--- config.mk ---
export PLATFORM = sky130hd
export DESIGN_NAME = lottery_scheduler_table_top_flat
export DESIGN_NICKNAME = d
export VERILOG_FILES = /design/src/hw/rtl/lst_pkg.sv /design/src/hw/rtl/lst_if.sv /design/src/hw/rtl/lst_dp.sv /design/src/hw/rtl/lst_ctrl.sv /design/src/hw/rtl/lottery_scheduler_table_top.sv /design/src/flat_wrapper.sv
export SDC_FILE = /design/constraint.sdc
export NUM_CORES = 2
export LEC_CHECK = 0
export BUFFER_PORTS_ARGS = -buffer_cell sky130_fd_sc_hd__buf_2
export CAP_MARGIN = 20
export CORE_MARGIN = 8
export CORE_UTILIZATION = 55
export DETAILED_ROUTE_END_ITERATION = 7
export PLACE_DENSITY = 0.72
export SLEW_MARGIN = 15
export SYNTH_ARGS = -nofsm -noshare
export SYNTH_HDL_FRONTEND = slang
export SYNTH_SLANG_ARGS = --single-unit
--- constraint.sdc ---
create_clock -name clk -period 26.4 [get_ports clk]
set_clock_uncertainty 0.05 [all_clocks]
set_input_delay 5.28 -clock clk [delete_from_list [all_inputs] [get_ports clk]]
set_output_delay 5.28 -clock clk [all_outputs]
set_load 0.01 [all_outputs]
--- src/hw/rtl/lst_pkg.sv ---
`default_nettype none
package lst_pkg;

	// Default table depth and fixed field widths.
	localparam int MaxThreadsDef = 16;
	localparam int IdW  = 8;
	localparam int TkW  = 16;
	localparam int TotW = 20;
	localparam int CntW = 5;
	localparam int RndW = 31;
	localparam int RemW = TotW + 1;
	localparam int McW  = $clog2(RndW);

	typedef enum logic [1:0] {
		ACT_ADD,
		ACT_REMOVE,
		ACT_DRAW,
		ACT_YIELD
	} act_t;

	typedef enum logic [1:0] {
		ST_OK,
		ST_IGNORED,
		ST_EMPTY,
		ST_FULL
	} status_t;

	typedef enum logic [2:0] {
		S_IDLE,
		S_DECIDE,
		S_MOD,
		S_SCAN,
		S_APPLY,
		S_INSERT,
		S_DONE
	} state_t;

	// Commands from the controller to the datapath.
	typedef struct packed {
		logic    latch;
		logic    mod_start;
		logic    mod_step;
		logic    scan_load;
		logic    scan_step;
		logic    mark_hit;
		logic    drop;
		logic    insert;
		logic    set_st;
		status_t st;
		logic    out_load;
	} cmd_t;

	// Status from the datapath to the controller.
	typedef struct packed {
		act_t act;
		logic run;
		logic tbl_empty;
		logic mod_last;
		logic scan_end;
		logic scan_hit;
		logic hit;
		logic ins_fail;
		logic out_free;
	} flag_t;

endpackage
`default_nettype wire

--- src/hw/rtl/lst_if.sv ---
`default_nettype none
// Request channel: one word is one table operation.
interface lst_req_if;
	logic        valid;
	logic        ready;
	logic [1:0]  action;
	logic [7:0]  thread_id;
	logic [15:0] ticket_count;
	logic        thread_running;
	logic [30:0] random_value;

	modport source (output valid, action, thread_id, ticket_count, thread_running,
		random_value, input ready);
	modport sink (input valid, action, thread_id, ticket_count, thread_running,
		random_value, output ready);
	modport mon (input valid, ready, action, thread_id, ticket_count, thread_running,
		random_value);
endinterface

// Response channel: one word per request.
interface lst_rsp_if;
	logic        valid;
	logic        ready;
	logic [1:0]  status;
	logic [7:0]  winner_id;
	logic [15:0] winner_tickets;
	logic [19:0] ticket_total;
	logic [4:0]  entry_count;

	modport source (output valid, status, winner_id, winner_tickets, ticket_total,
		entry_count, input ready);
	modport sink (input valid, status, winner_id, winner_tickets, ticket_total,
		entry_count, output ready);
endinterface
`default_nettype wire

--- src/hw/rtl/lst_dp.sv ---
`default_nettype none
module lst_dp #(
	parameter int MAX_THREADS = lst_pkg::MaxThreadsDef
) (
	input  wire logic          clk,
	input  wire logic          arst_n,
	lst_req_if.sink            req,
	lst_rsp_if.source          rsp,
	input  wire lst_pkg::cmd_t cmd,
	output      lst_pkg::flag_t flg
);
	import lst_pkg::*;

	localparam int CW = $clog2(MAX_THREADS + 1);

	logic [IdW-1:0]  slot_id_q [MAX_THREADS];
	logic [TkW-1:0]  slot_tk_q [MAX_THREADS];
	logic [IdW-1:0]  scan_id_q [MAX_THREADS];
	logic [TkW-1:0]  scan_tk_q [MAX_THREADS];
	logic [CW-1:0]   count_q, idx_q, hit_idx_q;
	logic [TotW-1:0] total_q;
	act_t            act_q;
	logic [IdW-1:0]  id_q, hit_id_q;
	logic [TkW-1:0]  tk_q, hit_tk_q;
	logic            run_q, hit_q, out_vld_q;
	logic [RndW-1:0] rnd_q;
	logic [RemW-1:0] rem_q, acc_q;
	logic [McW-1:0]  mcnt_q;
	status_t         st_q;

	logic [1:0]      out_st_q;
	logic [IdW-1:0]  out_id_q;
	logic [TkW-1:0]  out_tk_q;
	logic [TotW-1:0] out_tot_q;
	logic [CntW-1:0] out_cnt_q;

	logic [RemW-1:0]    mod_try, acc_nx, r_val, base, ins_sum;
	logic               mod_ge, win;
	logic [CW+CntW-1:0] cnt_ext;

	// Arithmetic for the modulo step, the walk and the insert check.
	always_comb begin
		mod_try = {rem_q[RemW-2:0], rnd_q[RndW-1]};
		mod_ge  = mod_try >= {1'b0, total_q};
		acc_nx  = acc_q + RemW'(scan_tk_q[0]);
		r_val   = rem_q + RemW'(1);
		base    = {1'b0, total_q} - (hit_q ? RemW'(hit_tk_q) : RemW'(0));
		ins_sum = base + RemW'(tk_q);
		cnt_ext = (CW+CntW)'(count_q);
		win     = (st_q == ST_OK) && (act_q == ACT_DRAW);
	end

	// Status toward the controller.
	always_comb begin
		flg.act       = act_q;
		flg.run       = run_q;
		flg.tbl_empty = (count_q == '0) || (total_q == '0);
		flg.mod_last  = (mcnt_q == '0);
		flg.scan_end  = (idx_q == count_q);
		flg.scan_hit  = (act_q == ACT_DRAW) ? (acc_nx >= r_val) : (scan_id_q[0] == id_q);
		flg.hit       = hit_q;
		flg.ins_fail  = (!hit_q && (count_q == CW'(MAX_THREADS))) || ins_sum[TotW];
		flg.out_free  = !out_vld_q || rsp.ready;
	end

	// Control state: occupancy, total, hit flag and output valid.
	always_ff @(posedge clk or negedge arst_n) begin
		if (!arst_n) begin
			count_q   <= '0;
			total_q   <= '0;
			hit_q     <= 1'b0;
			out_vld_q <= 1'b0;
		end else begin
			if (cmd.drop) begin
				count_q <= count_q - CW'(1);
				total_q <= total_q - TotW'(hit_tk_q);
			end else if (cmd.insert) begin
				count_q <= count_q + CW'(1);
				total_q <= total_q + TotW'(tk_q);
			end
			if (cmd.latch) begin
				hit_q <= 1'b0;
			end else if (cmd.mark_hit) begin
				hit_q <= 1'b1;
			end
			if (cmd.out_load) begin
				out_vld_q <= 1'b1;
			end else if (rsp.ready) begin
				out_vld_q <= 1'b0;
			end
		end
	end

	// Table: close a gap at the hit slot, or push a new entry in at the front.
	always_ff @(posedge clk) begin
		if (cmd.drop) begin
			for (int k = 0; k < MAX_THREADS - 1; k++) begin
				if (k >= int'(hit_idx_q)) begin
					slot_id_q[k] <= slot_id_q[k+1];
					slot_tk_q[k] <= slot_tk_q[k+1];
				end
			end
		end else if (cmd.insert) begin
			slot_id_q[0] <= id_q;
			slot_tk_q[0] <= tk_q;
			for (int k = 1; k < MAX_THREADS; k++) begin
				slot_id_q[k] <= slot_id_q[k-1];
				slot_tk_q[k] <= slot_tk_q[k-1];
			end
		end
	end

	// Walk copy of the table; the head entry is examined each cycle.
	always_ff @(posedge clk) begin
		if (cmd.scan_load) begin
			scan_id_q <= slot_id_q;
			scan_tk_q <= slot_tk_q;
			idx_q     <= '0;
			acc_q     <= '0;
		end else if (cmd.scan_step) begin
			for (int k = 0; k < MAX_THREADS - 1; k++) begin
				scan_id_q[k] <= scan_id_q[k+1];
				scan_tk_q[k] <= scan_tk_q[k+1];
			end
			idx_q <= idx_q + CW'(1);
			acc_q <= acc_nx;
		end
		if (cmd.mark_hit) begin
			hit_idx_q <= idx_q;
			hit_id_q  <= scan_id_q[0];
			hit_tk_q  <= scan_tk_q[0];
		end
	end

	// Request capture and the bit-serial modulo of the random word by the total.
	always_ff @(posedge clk) begin
		if (cmd.latch) begin
			act_q <= act_t'(req.action);
			id_q  <= req.thread_id;
			tk_q  <= req.ticket_count;
			run_q <= req.thread_running;
			rnd_q <= req.random_value;
		end else if (cmd.mod_step) begin
			rnd_q <= {rnd_q[RndW-2:0], 1'b0};
		end
		if (cmd.mod_start) begin
			rem_q  <= '0;
			mcnt_q <= McW'(RndW - 1);
		end else if (cmd.mod_step) begin
			rem_q  <= mod_ge ? (mod_try - {1'b0, total_q}) : mod_try;
			mcnt_q <= mcnt_q - McW'(1);
		end
		if (cmd.set_st) begin
			st_q <= cmd.st;
		end
	end

	// Response register.
	always_ff @(posedge clk) begin
		if (cmd.out_load) begin
			out_st_q  <= st_q;
			out_id_q  <= win ? hit_id_q : '0;
			out_tk_q  <= win ? hit_tk_q : '0;
			out_tot_q <= total_q;
			out_cnt_q <= cnt_ext[CntW-1:0];
		end
	end

	assign rsp.valid          = out_vld_q;
	assign rsp.status         = out_st_q;
	assign rsp.winner_id      = out_id_q;
	assign rsp.winner_tickets = out_tk_q;
	assign rsp.ticket_total   = out_tot_q;
	assign rsp.entry_count    = out_cnt_q;

endmodule
`default_nettype wire

--- src/hw/rtl/lst_ctrl.sv ---
`default_nettype none
module lst_ctrl (
	input  wire logic           clk,
	input  wire logic           arst_n,
	input  wire logic           req_valid,
	output      logic           req_ready,
	input  wire lst_pkg::flag_t flg,
	output      lst_pkg::cmd_t  cmd
);
	import lst_pkg::*;

	state_t state_q, state_nx;

	always_ff @(posedge clk or negedge arst_n) begin
		if (!arst_n) begin
			state_q <= S_IDLE;
		end else begin
			state_q <= state_nx;
		end
	end

	// Next state.
	always_comb begin
		state_nx = state_q;
		unique case (state_q)
			S_IDLE: begin
				if (req_valid) state_nx = S_DECIDE;
			end
			S_DECIDE: begin
				if (flg.act == ACT_YIELD && !flg.run) state_nx = S_DONE;
				else if (flg.act == ACT_DRAW) state_nx = flg.tbl_empty ? S_DONE : S_MOD;
				else state_nx = S_SCAN;
			end
			S_MOD: begin
				if (flg.mod_last) state_nx = S_SCAN;
			end
			S_SCAN: begin
				if (flg.scan_end || flg.scan_hit) state_nx = S_APPLY;
			end
			S_APPLY: begin
				if ((flg.act == ACT_ADD || flg.act == ACT_YIELD) && !flg.ins_fail) begin
					state_nx = S_INSERT;
				end else begin
					state_nx = S_DONE;
				end
			end
			S_INSERT: state_nx = S_DONE;
			S_DONE: begin
				if (flg.out_free) state_nx = S_IDLE;
			end
			default: state_nx = S_IDLE;
		endcase
	end

	// Commands.
	always_comb begin
		cmd       = '0;
		cmd.st    = ST_OK;
		req_ready = 1'b0;
		unique case (state_q)
			S_IDLE: begin
				req_ready = 1'b1;
				cmd.latch = req_valid;
			end
			S_DECIDE: begin
				if (flg.act == ACT_YIELD && !flg.run) begin
					cmd.set_st = 1'b1;
					cmd.st     = ST_IGNORED;
				end else if (flg.act == ACT_DRAW) begin
					if (flg.tbl_empty) begin
						cmd.set_st = 1'b1;
						cmd.st     = ST_EMPTY;
					end else begin
						cmd.mod_start = 1'b1;
					end
				end else begin
					cmd.scan_load = 1'b1;
				end
			end
			S_MOD: begin
				cmd.mod_step  = 1'b1;
				cmd.scan_load = flg.mod_last;
			end
			S_SCAN: begin
				if (!flg.scan_end) begin
					if (flg.scan_hit) cmd.mark_hit = 1'b1;
					else cmd.scan_step = 1'b1;
				end
			end
			S_APPLY: begin
				cmd.set_st = 1'b1;
				unique case (flg.act)
					ACT_REMOVE: begin
						cmd.drop = flg.hit;
						cmd.st   = flg.hit ? ST_OK : ST_IGNORED;
					end
					ACT_DRAW: begin
						cmd.drop = flg.hit;
						cmd.st   = flg.hit ? ST_OK : ST_EMPTY;
					end
					default: begin
						cmd.drop = flg.hit && !flg.ins_fail;
						cmd.st   = flg.ins_fail ? ST_FULL : ST_OK;
					end
				endcase
			end
			S_INSERT: cmd.insert = 1'b1;
			S_DONE: cmd.out_load = flg.out_free;
			default: ;
		endcase
	end

endmodule
`default_nettype wire

--- src/hw/rtl/lottery_scheduler_table_top.sv ---
`default_nettype none
// Channel | Direction | Word
// req     | in        | action, thread_id, ticket_count, thread_running, random_value
// rsp     | out       | status, winner_id, winner_tickets, ticket_total, entry_count
//
// One request is handled at a time; req is ready only when the controller is idle.
// Remove walks the table until it finds the thread; add and yield walk it, then insert;
// a walk that finds nothing covers all entries. A non-running yield skips the walk.
// A draw first runs a bit-serial modulo of the random word by the ticket total.
// The response register lets the next request in while a response waits on rsp.ready.
// Reset clears the entry count and ticket total; table contents need no clearing.
module lottery_scheduler_table_top #(
	parameter int MAX_THREADS = lst_pkg::MaxThreadsDef
) (
	input wire logic  clk,
	input wire logic  arst_n,
	lst_req_if.sink   req,
	lst_rsp_if.source rsp
);
	import lst_pkg::*;

	cmd_t  cmd;
	flag_t flg;

	lst_ctrl u_ctrl (
		.clk       (clk),
		.arst_n    (arst_n),
		.req_valid (req.valid),
		.req_ready (req.ready),
		.flg       (flg),
		.cmd       (cmd)
	);

	lst_dp #(
		.MAX_THREADS (MAX_THREADS)
	) u_dp (
		.clk    (clk),
		.arst_n (arst_n),
		.req    (req),
		.rsp    (rsp),
		.cmd    (cmd),
		.flg    (flg)
	);

endmodule
`default_nettype wire
--- src/flat_wrapper.sv ---
// flat-port wrapper written by rule: the top's interface ports become plain ports
module lottery_scheduler_table_top_flat import lst_pkg::*;
#(
	parameter int MAX_THREADS = lst_pkg::MaxThreadsDef
)
  (clk, arst_n, req_valid, req_action, req_thread_id, req_ticket_count, req_thread_running, req_random_value, req_ready, rsp_valid, rsp_status, rsp_winner_id, rsp_winner_tickets, rsp_ticket_total, rsp_entry_count, rsp_ready);
  lst_req_if req_i ();
  lst_rsp_if rsp_i ();
  input wire logic clk;
  input wire logic arst_n;
  input wire logic [$bits(req_i.valid)-1:0] req_valid;
  input wire logic [$bits(req_i.action)-1:0] req_action;
  input wire logic [$bits(req_i.thread_id)-1:0] req_thread_id;
  input wire logic [$bits(req_i.ticket_count)-1:0] req_ticket_count;
  input wire logic [$bits(req_i.thread_running)-1:0] req_thread_running;
  input wire logic [$bits(req_i.random_value)-1:0] req_random_value;
  output wire logic [$bits(req_i.ready)-1:0] req_ready;
  output wire logic [$bits(rsp_i.valid)-1:0] rsp_valid;
  output wire logic [$bits(rsp_i.status)-1:0] rsp_status;
  output wire logic [$bits(rsp_i.winner_id)-1:0] rsp_winner_id;
  output wire logic [$bits(rsp_i.winner_tickets)-1:0] rsp_winner_tickets;
  output wire logic [$bits(rsp_i.ticket_total)-1:0] rsp_ticket_total;
  output wire logic [$bits(rsp_i.entry_count)-1:0] rsp_entry_count;
  input wire logic [$bits(rsp_i.ready)-1:0] rsp_ready;
  assign req_i.valid = req_valid;
  assign req_i.action = req_action;
  assign req_i.thread_id = req_thread_id;
  assign req_i.ticket_count = req_ticket_count;
  assign req_i.thread_running = req_thread_running;
  assign req_i.random_value = req_random_value;
  assign req_ready = req_i.ready;
  assign rsp_valid = rsp_i.valid;
  assign rsp_status = rsp_i.status;
  assign rsp_winner_id = rsp_i.winner_id;
  assign rsp_winner_tickets = rsp_i.winner_tickets;
  assign rsp_ticket_total = rsp_i.ticket_total;
  assign rsp_entry_count = rsp_i.entry_count;
  assign rsp_i.ready = rsp_ready;
  lottery_scheduler_table_top #(.MAX_THREADS(MAX_THREADS)) u_core (.clk(clk), .arst_n(arst_n), .req(req_i), .rsp(rsp_i));
endmodule
======== Word level (Yosys, flattened, before mapping) ========
Cells that the tools add are included.
storage, ports and cells
  output and inout port bits .............. 53
  word-level logic and storage cells ...... 276
  input port bits ......................... 62
  flip-flop bits (word level) ............. 990
operators by class
  reductions and logical operators ........ 43
  equality and inequality tests ........... 31
  $lt $le $gt $ge ......................... 17
  muxes and demuxes ....................... 86
  add/sub/neg operators ................... 11
  bitwise gates (word level) .............. 1
operators with widths
  operator                                                                             number
  240-bit 2-to-1 mux                                                                   3
  120-bit 2-to-1 mux                                                                   3
  16-bit 2-to-1 mux                                                                    16
  256-bit 2-to-1 mux                                                                   1
  128-bit 2-to-1 mux                                                                   1
  8-bit 2-to-1 mux                                                                     15
  31-bit 2-to-1 mux                                                                    2
  21-bit by 16-bit adder with 21-bit output                                            2
  20-bit 2-to-1 mux                                                                    2
  2-bit inequality test (second input constant)                                        19
  4-bit by 5-bit greater-or-equal comparator with 1-bit output (first input constant)  7
  2-bit AND reduction                                                                  16
  3-bit 2-to-1 mux                                                                     10
  21-bit by 1-bit adder with 21-bit output (second input constant)                     1
  21-bit by 20-bit greater-or-equal comparator with 1-bit output                       1
  21-bit greater-or-equal comparator                                                   1
  1-bit 2-to-1 mux                                                                     21
  21-bit 2-to-1 mux                                                                    1
  3-bit one-hot mux with 7 select lines                                                1
  20-bit by 16-bit subtractor with 21-bit output                                       1
  21-bit by 20-bit subtractor with 21-bit output                                       1
  20-bit by 16-bit adder with 20-bit output                                            1
  3-bit by 5-bit greater-or-equal comparator with 1-bit output (first input constant)  4
  20-bit logical NOT                                                                   1
  28 further kinds                                                                     58

======== Depth between registers and ports, before layout ========
  word-level depth ........................ 10
  mapped depth ............................ 30
  depth with buffers taken out ............ 25

======== Worst setup path after synthesis ========
Ideal clock, no wire load.
  path type ............................... reg2reg
  from .................................... register u_core.u_dp.scan_tk_q[240] in the netlist's numbering
  to ...................................... register u_core.u_dp.scan_id_q[100] in the netlist's numbering, enable pin
  stages on the path, launching flop included .. 19
  clock period less this slack ............ 11.532 ns
  data required time ...................... 25.643 ns
  slack ................................... 14.868 ns
  buffers on the path ..................... 0
  arrival ................................. 10.775 ns
  path through ............................ edfxtp_1 -> ha_1 -> fa_1 -> a21oi_1 -> o2111ai_1 -> a21oi_1 -> o31ai_1 -> a221oi_1 -> o21bai_2 -> xor2_1 -> ha_1 -> a21oi_1 -> nand2_1 -> a2bb2oi_1 -> a21oi_1 -> nand4_1 -> a21oi_1 -> nor2_1 -> inv_1
on the way
  longest elaborated chain between the ends .. 7
ends and longest elaborated chain
  item                                       RTL line        RTL
  from (decl)                                lst_dp.sv:19    logic [TkW-1:0] scan_tk_q [MAX_THREADS];
  from (signal assigned)                     lst_dp.sv:117   scan_tk_q <= slot_tk_q;
  from (signal, indexed assignment)          lst_dp.sv:123   scan_tk_q[k] <= scan_tk_q[k+1];
  21-bit by 16-bit adder with 21-bit output  lst_dp.sv:45    acc_nx = acc_q + RemW'(scan_tk_q[0]);
  via u_core.u_dp.acc_nx[16]                 lst_dp.sv:37    logic [RemW-1:0] mod_try, acc_nx, r_val, base, ins_sum;
  21-bit greater-or-equal comparator         lst_dp.sv:60    flg.scan_hit = (act_q == ACT_DRAW) ? (acc_nx >= r_val) : (scan_id_q[0] == id_q);
  1-bit 2-to-1 mux                           lst_dp.sv:60
  1-bit 2-to-1 mux                           lst_ctrl.sv:86  if (flg.scan_hit) cmd.mark_hit = 1'b1;
  2-bit 2-to-1 mux                           lst_ctrl.sv:85  if (!flg.scan_end) begin
  2-bit 2-to-1 mux                           lst_ctrl.sv:60  unique case (state_q)
  2-bit nonzero test (no line)               --
  to (signal assigned)                       lst_dp.sv:116   scan_id_q <= slot_id_q;
  to (signal, indexed assignment)            lst_dp.sv:122   scan_id_q[k] <= scan_id_q[k+1];
  to (decl)                                  lst_dp.sv:18    logic [IdW-1:0] scan_id_q [MAX_THREADS];
The timed path passes the listed nets, and every way through them passes these cells.
A chain may end at the register's enable or synchronous reset.

======== Worst setup path in the final report ========
  from .................................... register u_core.u_ctrl.state_q[0]
  to ...................................... output req_ready
on the way
  longest elaborated chain between the ends .. 2
ends and longest elaborated chain
  item                    RTL line            RTL
  from (decl)             lst_ctrl.sv:12      state_t state_q, state_nx;
  from (signal assigned)  lst_ctrl.sv:18      state_q <= state_nx;
  3-bit logical NOT       lst_ctrl.sv:60
  1-bit 2-to-1 mux        lst_ctrl.sv:60
  to (decl)               flat_wrapper.sv:17  output wire logic [$bits(req_i.ready)-1:0] req_ready;
Every way passes these cells.

==> key figures <==
Run status
  • Outcome: finished clean

Global route
  • Wire length of the first global-routing pass: 154 mm
  • Largest net degree at the start of global routing: 234
  • Antenna violations before repair: 0
  • Gr ovfl total: 0
  • Vias in the first global route: 27800
  • Global-route usage over all layers: 20.9%

Synth
  • Synth Register Bits: 990
  • Asr flop ratio synth: 3.03%
  • Post-synth top flop: edfxtp_1
  • Post-synth cell types: 70
  • Syn Inst Count: 3709
  • Seq/Total Area, Yosys: 65.1%
  • Syn_area_per_cell: 12.0 sq um
  • Mapped Nets: 3898
  • Post-synth EDFFs: 908
  • Ys Warns: 0
  • Mapped Area: 44600 sq um

Power
  • Power Dens Cells: 123 nW/um^2
  • Max VDD drop: 0.000123 V
  • Leak Pwr: 0.0194 uW

Timing
  • Final Hold Fails: 0
  • Slew Limit Headroom: 12.1%
  • F_max: 140 MHz
  • Final period util: 27.0%
  • Post-layout minimum cycle time: 7130 ps
  • RSZ-0062 raised after global routing: no
  • Final Max Slew Viols: 0
  • Final setup fails: 0
  • Worst slew pin tran: 1320 ps
  • Sum Neg Setup Slack: 0 ps

Worst setup path
  • Crit path capture type: primary output
  • Crit Path Max Fanout: 13
  • WP data arrival: 1800 ps
  • Worst-path cell chain: nor3_1 > buf_2
  • Buf+Inv Stages, Crit Path: 1
  • WS Path Type: reg -> out
  • CP top delay family: flip-flops
  • Slowest cell on crit path: dfrtp_1
  • Req. time, crit path: 21070 ps
  • Max stage delay on crit path: 530 ps
  • Setup crit start kind: flop

Drt
  • Routed wire length: 96.4 mm
  • Via/cell ratio: 5.86
  • Routed length per placed instance: 19.6 um
  • Antenna Nets Post-Route: 0
  • First-pass DRT Iterations: 5
  • Drt drc: 0
  • Vias: 28800
  • Initial DRC count: 2784

Job
  • Max Cap Violations: 0

Floorplanning
  • Site Rows: 104
  • Horiz. Die Dim: 301 um
  • Initial Utilization: 55.5%
  • Core box area: 80400 sq um
  • IO Pins: 115
  • Die Y: 301 um
  • Die area: 90500 sq um

Final layout
  • Fraction of layout cells with a size suffix above 1: 10.2%
  • N_diodes: 0
  • Nets@finish: 3952
  • Area delta synth->final: 11.1%
  • Utilization after layout: 61.7%

Placed design
  • Port bufs: 114
  • Routability cong.: 0.891
  • Detail Placement HPWL: 57.8 mm

Hold path
  • Hold Path Class: reg -> reg

Clock network
  • Cts bufs inserted: 102
  • Clock latency on the worst-skew pair: 660 ps
  • Htree depth: 3
  • Post-CTS Resized: 0
  • Clock buffer depth: 3
  • Postcts setup bufs: 0
  • Hold-fix buffers, CTS: 0
  • Clk root buf: clkbuf_16
  • TritonCTS clock tree: built
  • Reg clk slew, reported paths: 60 ps
  • CTS Sinks: 990
-- flip-flops by register name, summed over array words and instances, names as in the netlist, 8 cells and up --
signal	count
u_core.u_dp.slot_tk_q	256
u_core.u_dp.slot_id_q	128
u_core.u_dp.rsp.winner_tickets	16
u_core.u_dp.rsp.ticket_total	20
u_core.u_dp.total_q	20
u_core.u_dp.acc_q	21
u_core.u_dp.rem_q	21
u_core.u_dp.tk_q	16
u_core.u_dp.hit_id_q	8
u_core.u_dp.scan_tk_q	256
u_core.u_dp.rnd_q	31
u_core.u_dp.hit_tk_q	16
u_core.u_dp.scan_id_q	128
u_core.u_dp.id_q	8
u_core.u_dp.rsp.winner_id	8
-- layout by cell type (no fill, tap or decap), types with 36 or more instances in the layout --
| master | synthesis | routed |
|---|---|---|
| nand2_1 | 1211 | 1208 |
| ha_1 | 108 | 108 |
| a21oi_1 | 99 | 96 |
| inv_1 | 85 | 84 |
| a22o_1 | 350 | 350 |
| xnor2_1 | 60 | 60 |
| dfxtp_1 | 52 | 52 |
| o21ai_0 | 84 | 84 |
| buf_2 | 9 | 114 |
| xor2_1 | 46 | 46 |
| and2_1 | 37 | 36 |
| clkbuf_16 | 0 | 103 |
| edfxtp_1 | 908 | 908 |
| nor2_1 | 79 | 76 |
-- through the flow --
stage	hold slack [ps]	instances	setup WS, ps	cell area, sq um	power (uW)
2_1_floorplan	377	3709	14870	44600	4140
3_3_place_gp	381	4717	19140	45900	4480
3_5_place_dp	386	4717	18990	45900	4560
4_1_cts	403	4910	19240	49500	6110
5_1_grt	412	4912	18690	49600	6480
6_report	398	4912	19270	49600	6090
-- cells by family after synthesis --
logic type | after synthesis | share of synthesized area [%]
DFF | 990 | 65.1
AOI/OAI and AO/OA | 671 | 11.3
adders and majority gates | 127 | 3.88
xor gates and xnor gates | 106 | 2.08
and+or+nand+nor | 1480 | 13.5
buffers and inverters | 288 | 3.06
muxes | 47 | 1.14
-- layer usage --
metal,routed length (um),GRT usage [%],vias up
li1,-,-,13500
met1,42700,30.3,14200
met2,45300,33.0,954
met3,6200,2.91,129
met4,2200,6.00,0
met5,0,0,-
-- worst paths after layout --
check	startpoint	to	slack, ps	depth (start not counted)
worst max-delay path	u_core.u_ctrl.state_q[0]$_DFFE_PN0P_	req_ready	19270	2
worst max register to register	u_core.u_dp.scan_tk_q[240]$_DFFE_PP_	u_core.u_dp.scan_tk_q[147]$_DFFE_PP_	19320	20
min in group asynchronous	arst_n	u_core.u_dp.total_q[3]$_DFFE_PN0P_	4670	1
worst min register to register	u_core.u_dp.slot_tk_q[11]$_DFFE_PP_	u_core.u_dp.scan_tk_q[11]$_DFFE_PP_	400	0
max in group asynchronous	arst_n	u_core.u_dp.total_q[12]$_DFFE_PN0P_	21100	1
worst min-delay path	u_core.u_dp.slot_tk_q[11]$_DFFE_PP_	u_core.u_dp.scan_tk_q[11]$_DFFE_PP_	400	0
-- synth_stat cells (all sizes together) (32+ instances only) --
master  number  area share, %
a21oi      107            1.3
a22o       350            6.9
and2        37           0.52
buf         48            1.0
clkbuf     152            1.3
dfxtp       52            2.3
edfxtp     908             61
ha         108            3.0
inv         86           0.72
mux2        32           0.81
nand2     1211             10
nand3       35           0.39
nor2        79           0.66
o21ai       94            1.1
xnor2       60            1.2
xor2        46           0.90
-- report_power, final --
group / switching (uW) / internal [uW]
combinational: 1210 / 687
clock: 618 / 911
sequential: 242 / 2420
-- final cells by class --
cell class                 count  area (sq um)
tap                         1060          1330
multi-input combinational   2431         14300
sequential                   990         29100
timing repair buffer         150           918
clock buffer                 115          2630
clock inverter                78           992
fill                        6096         30800
inverter                      88           360
Note: power is estimated with default switching activity, not from simulation.
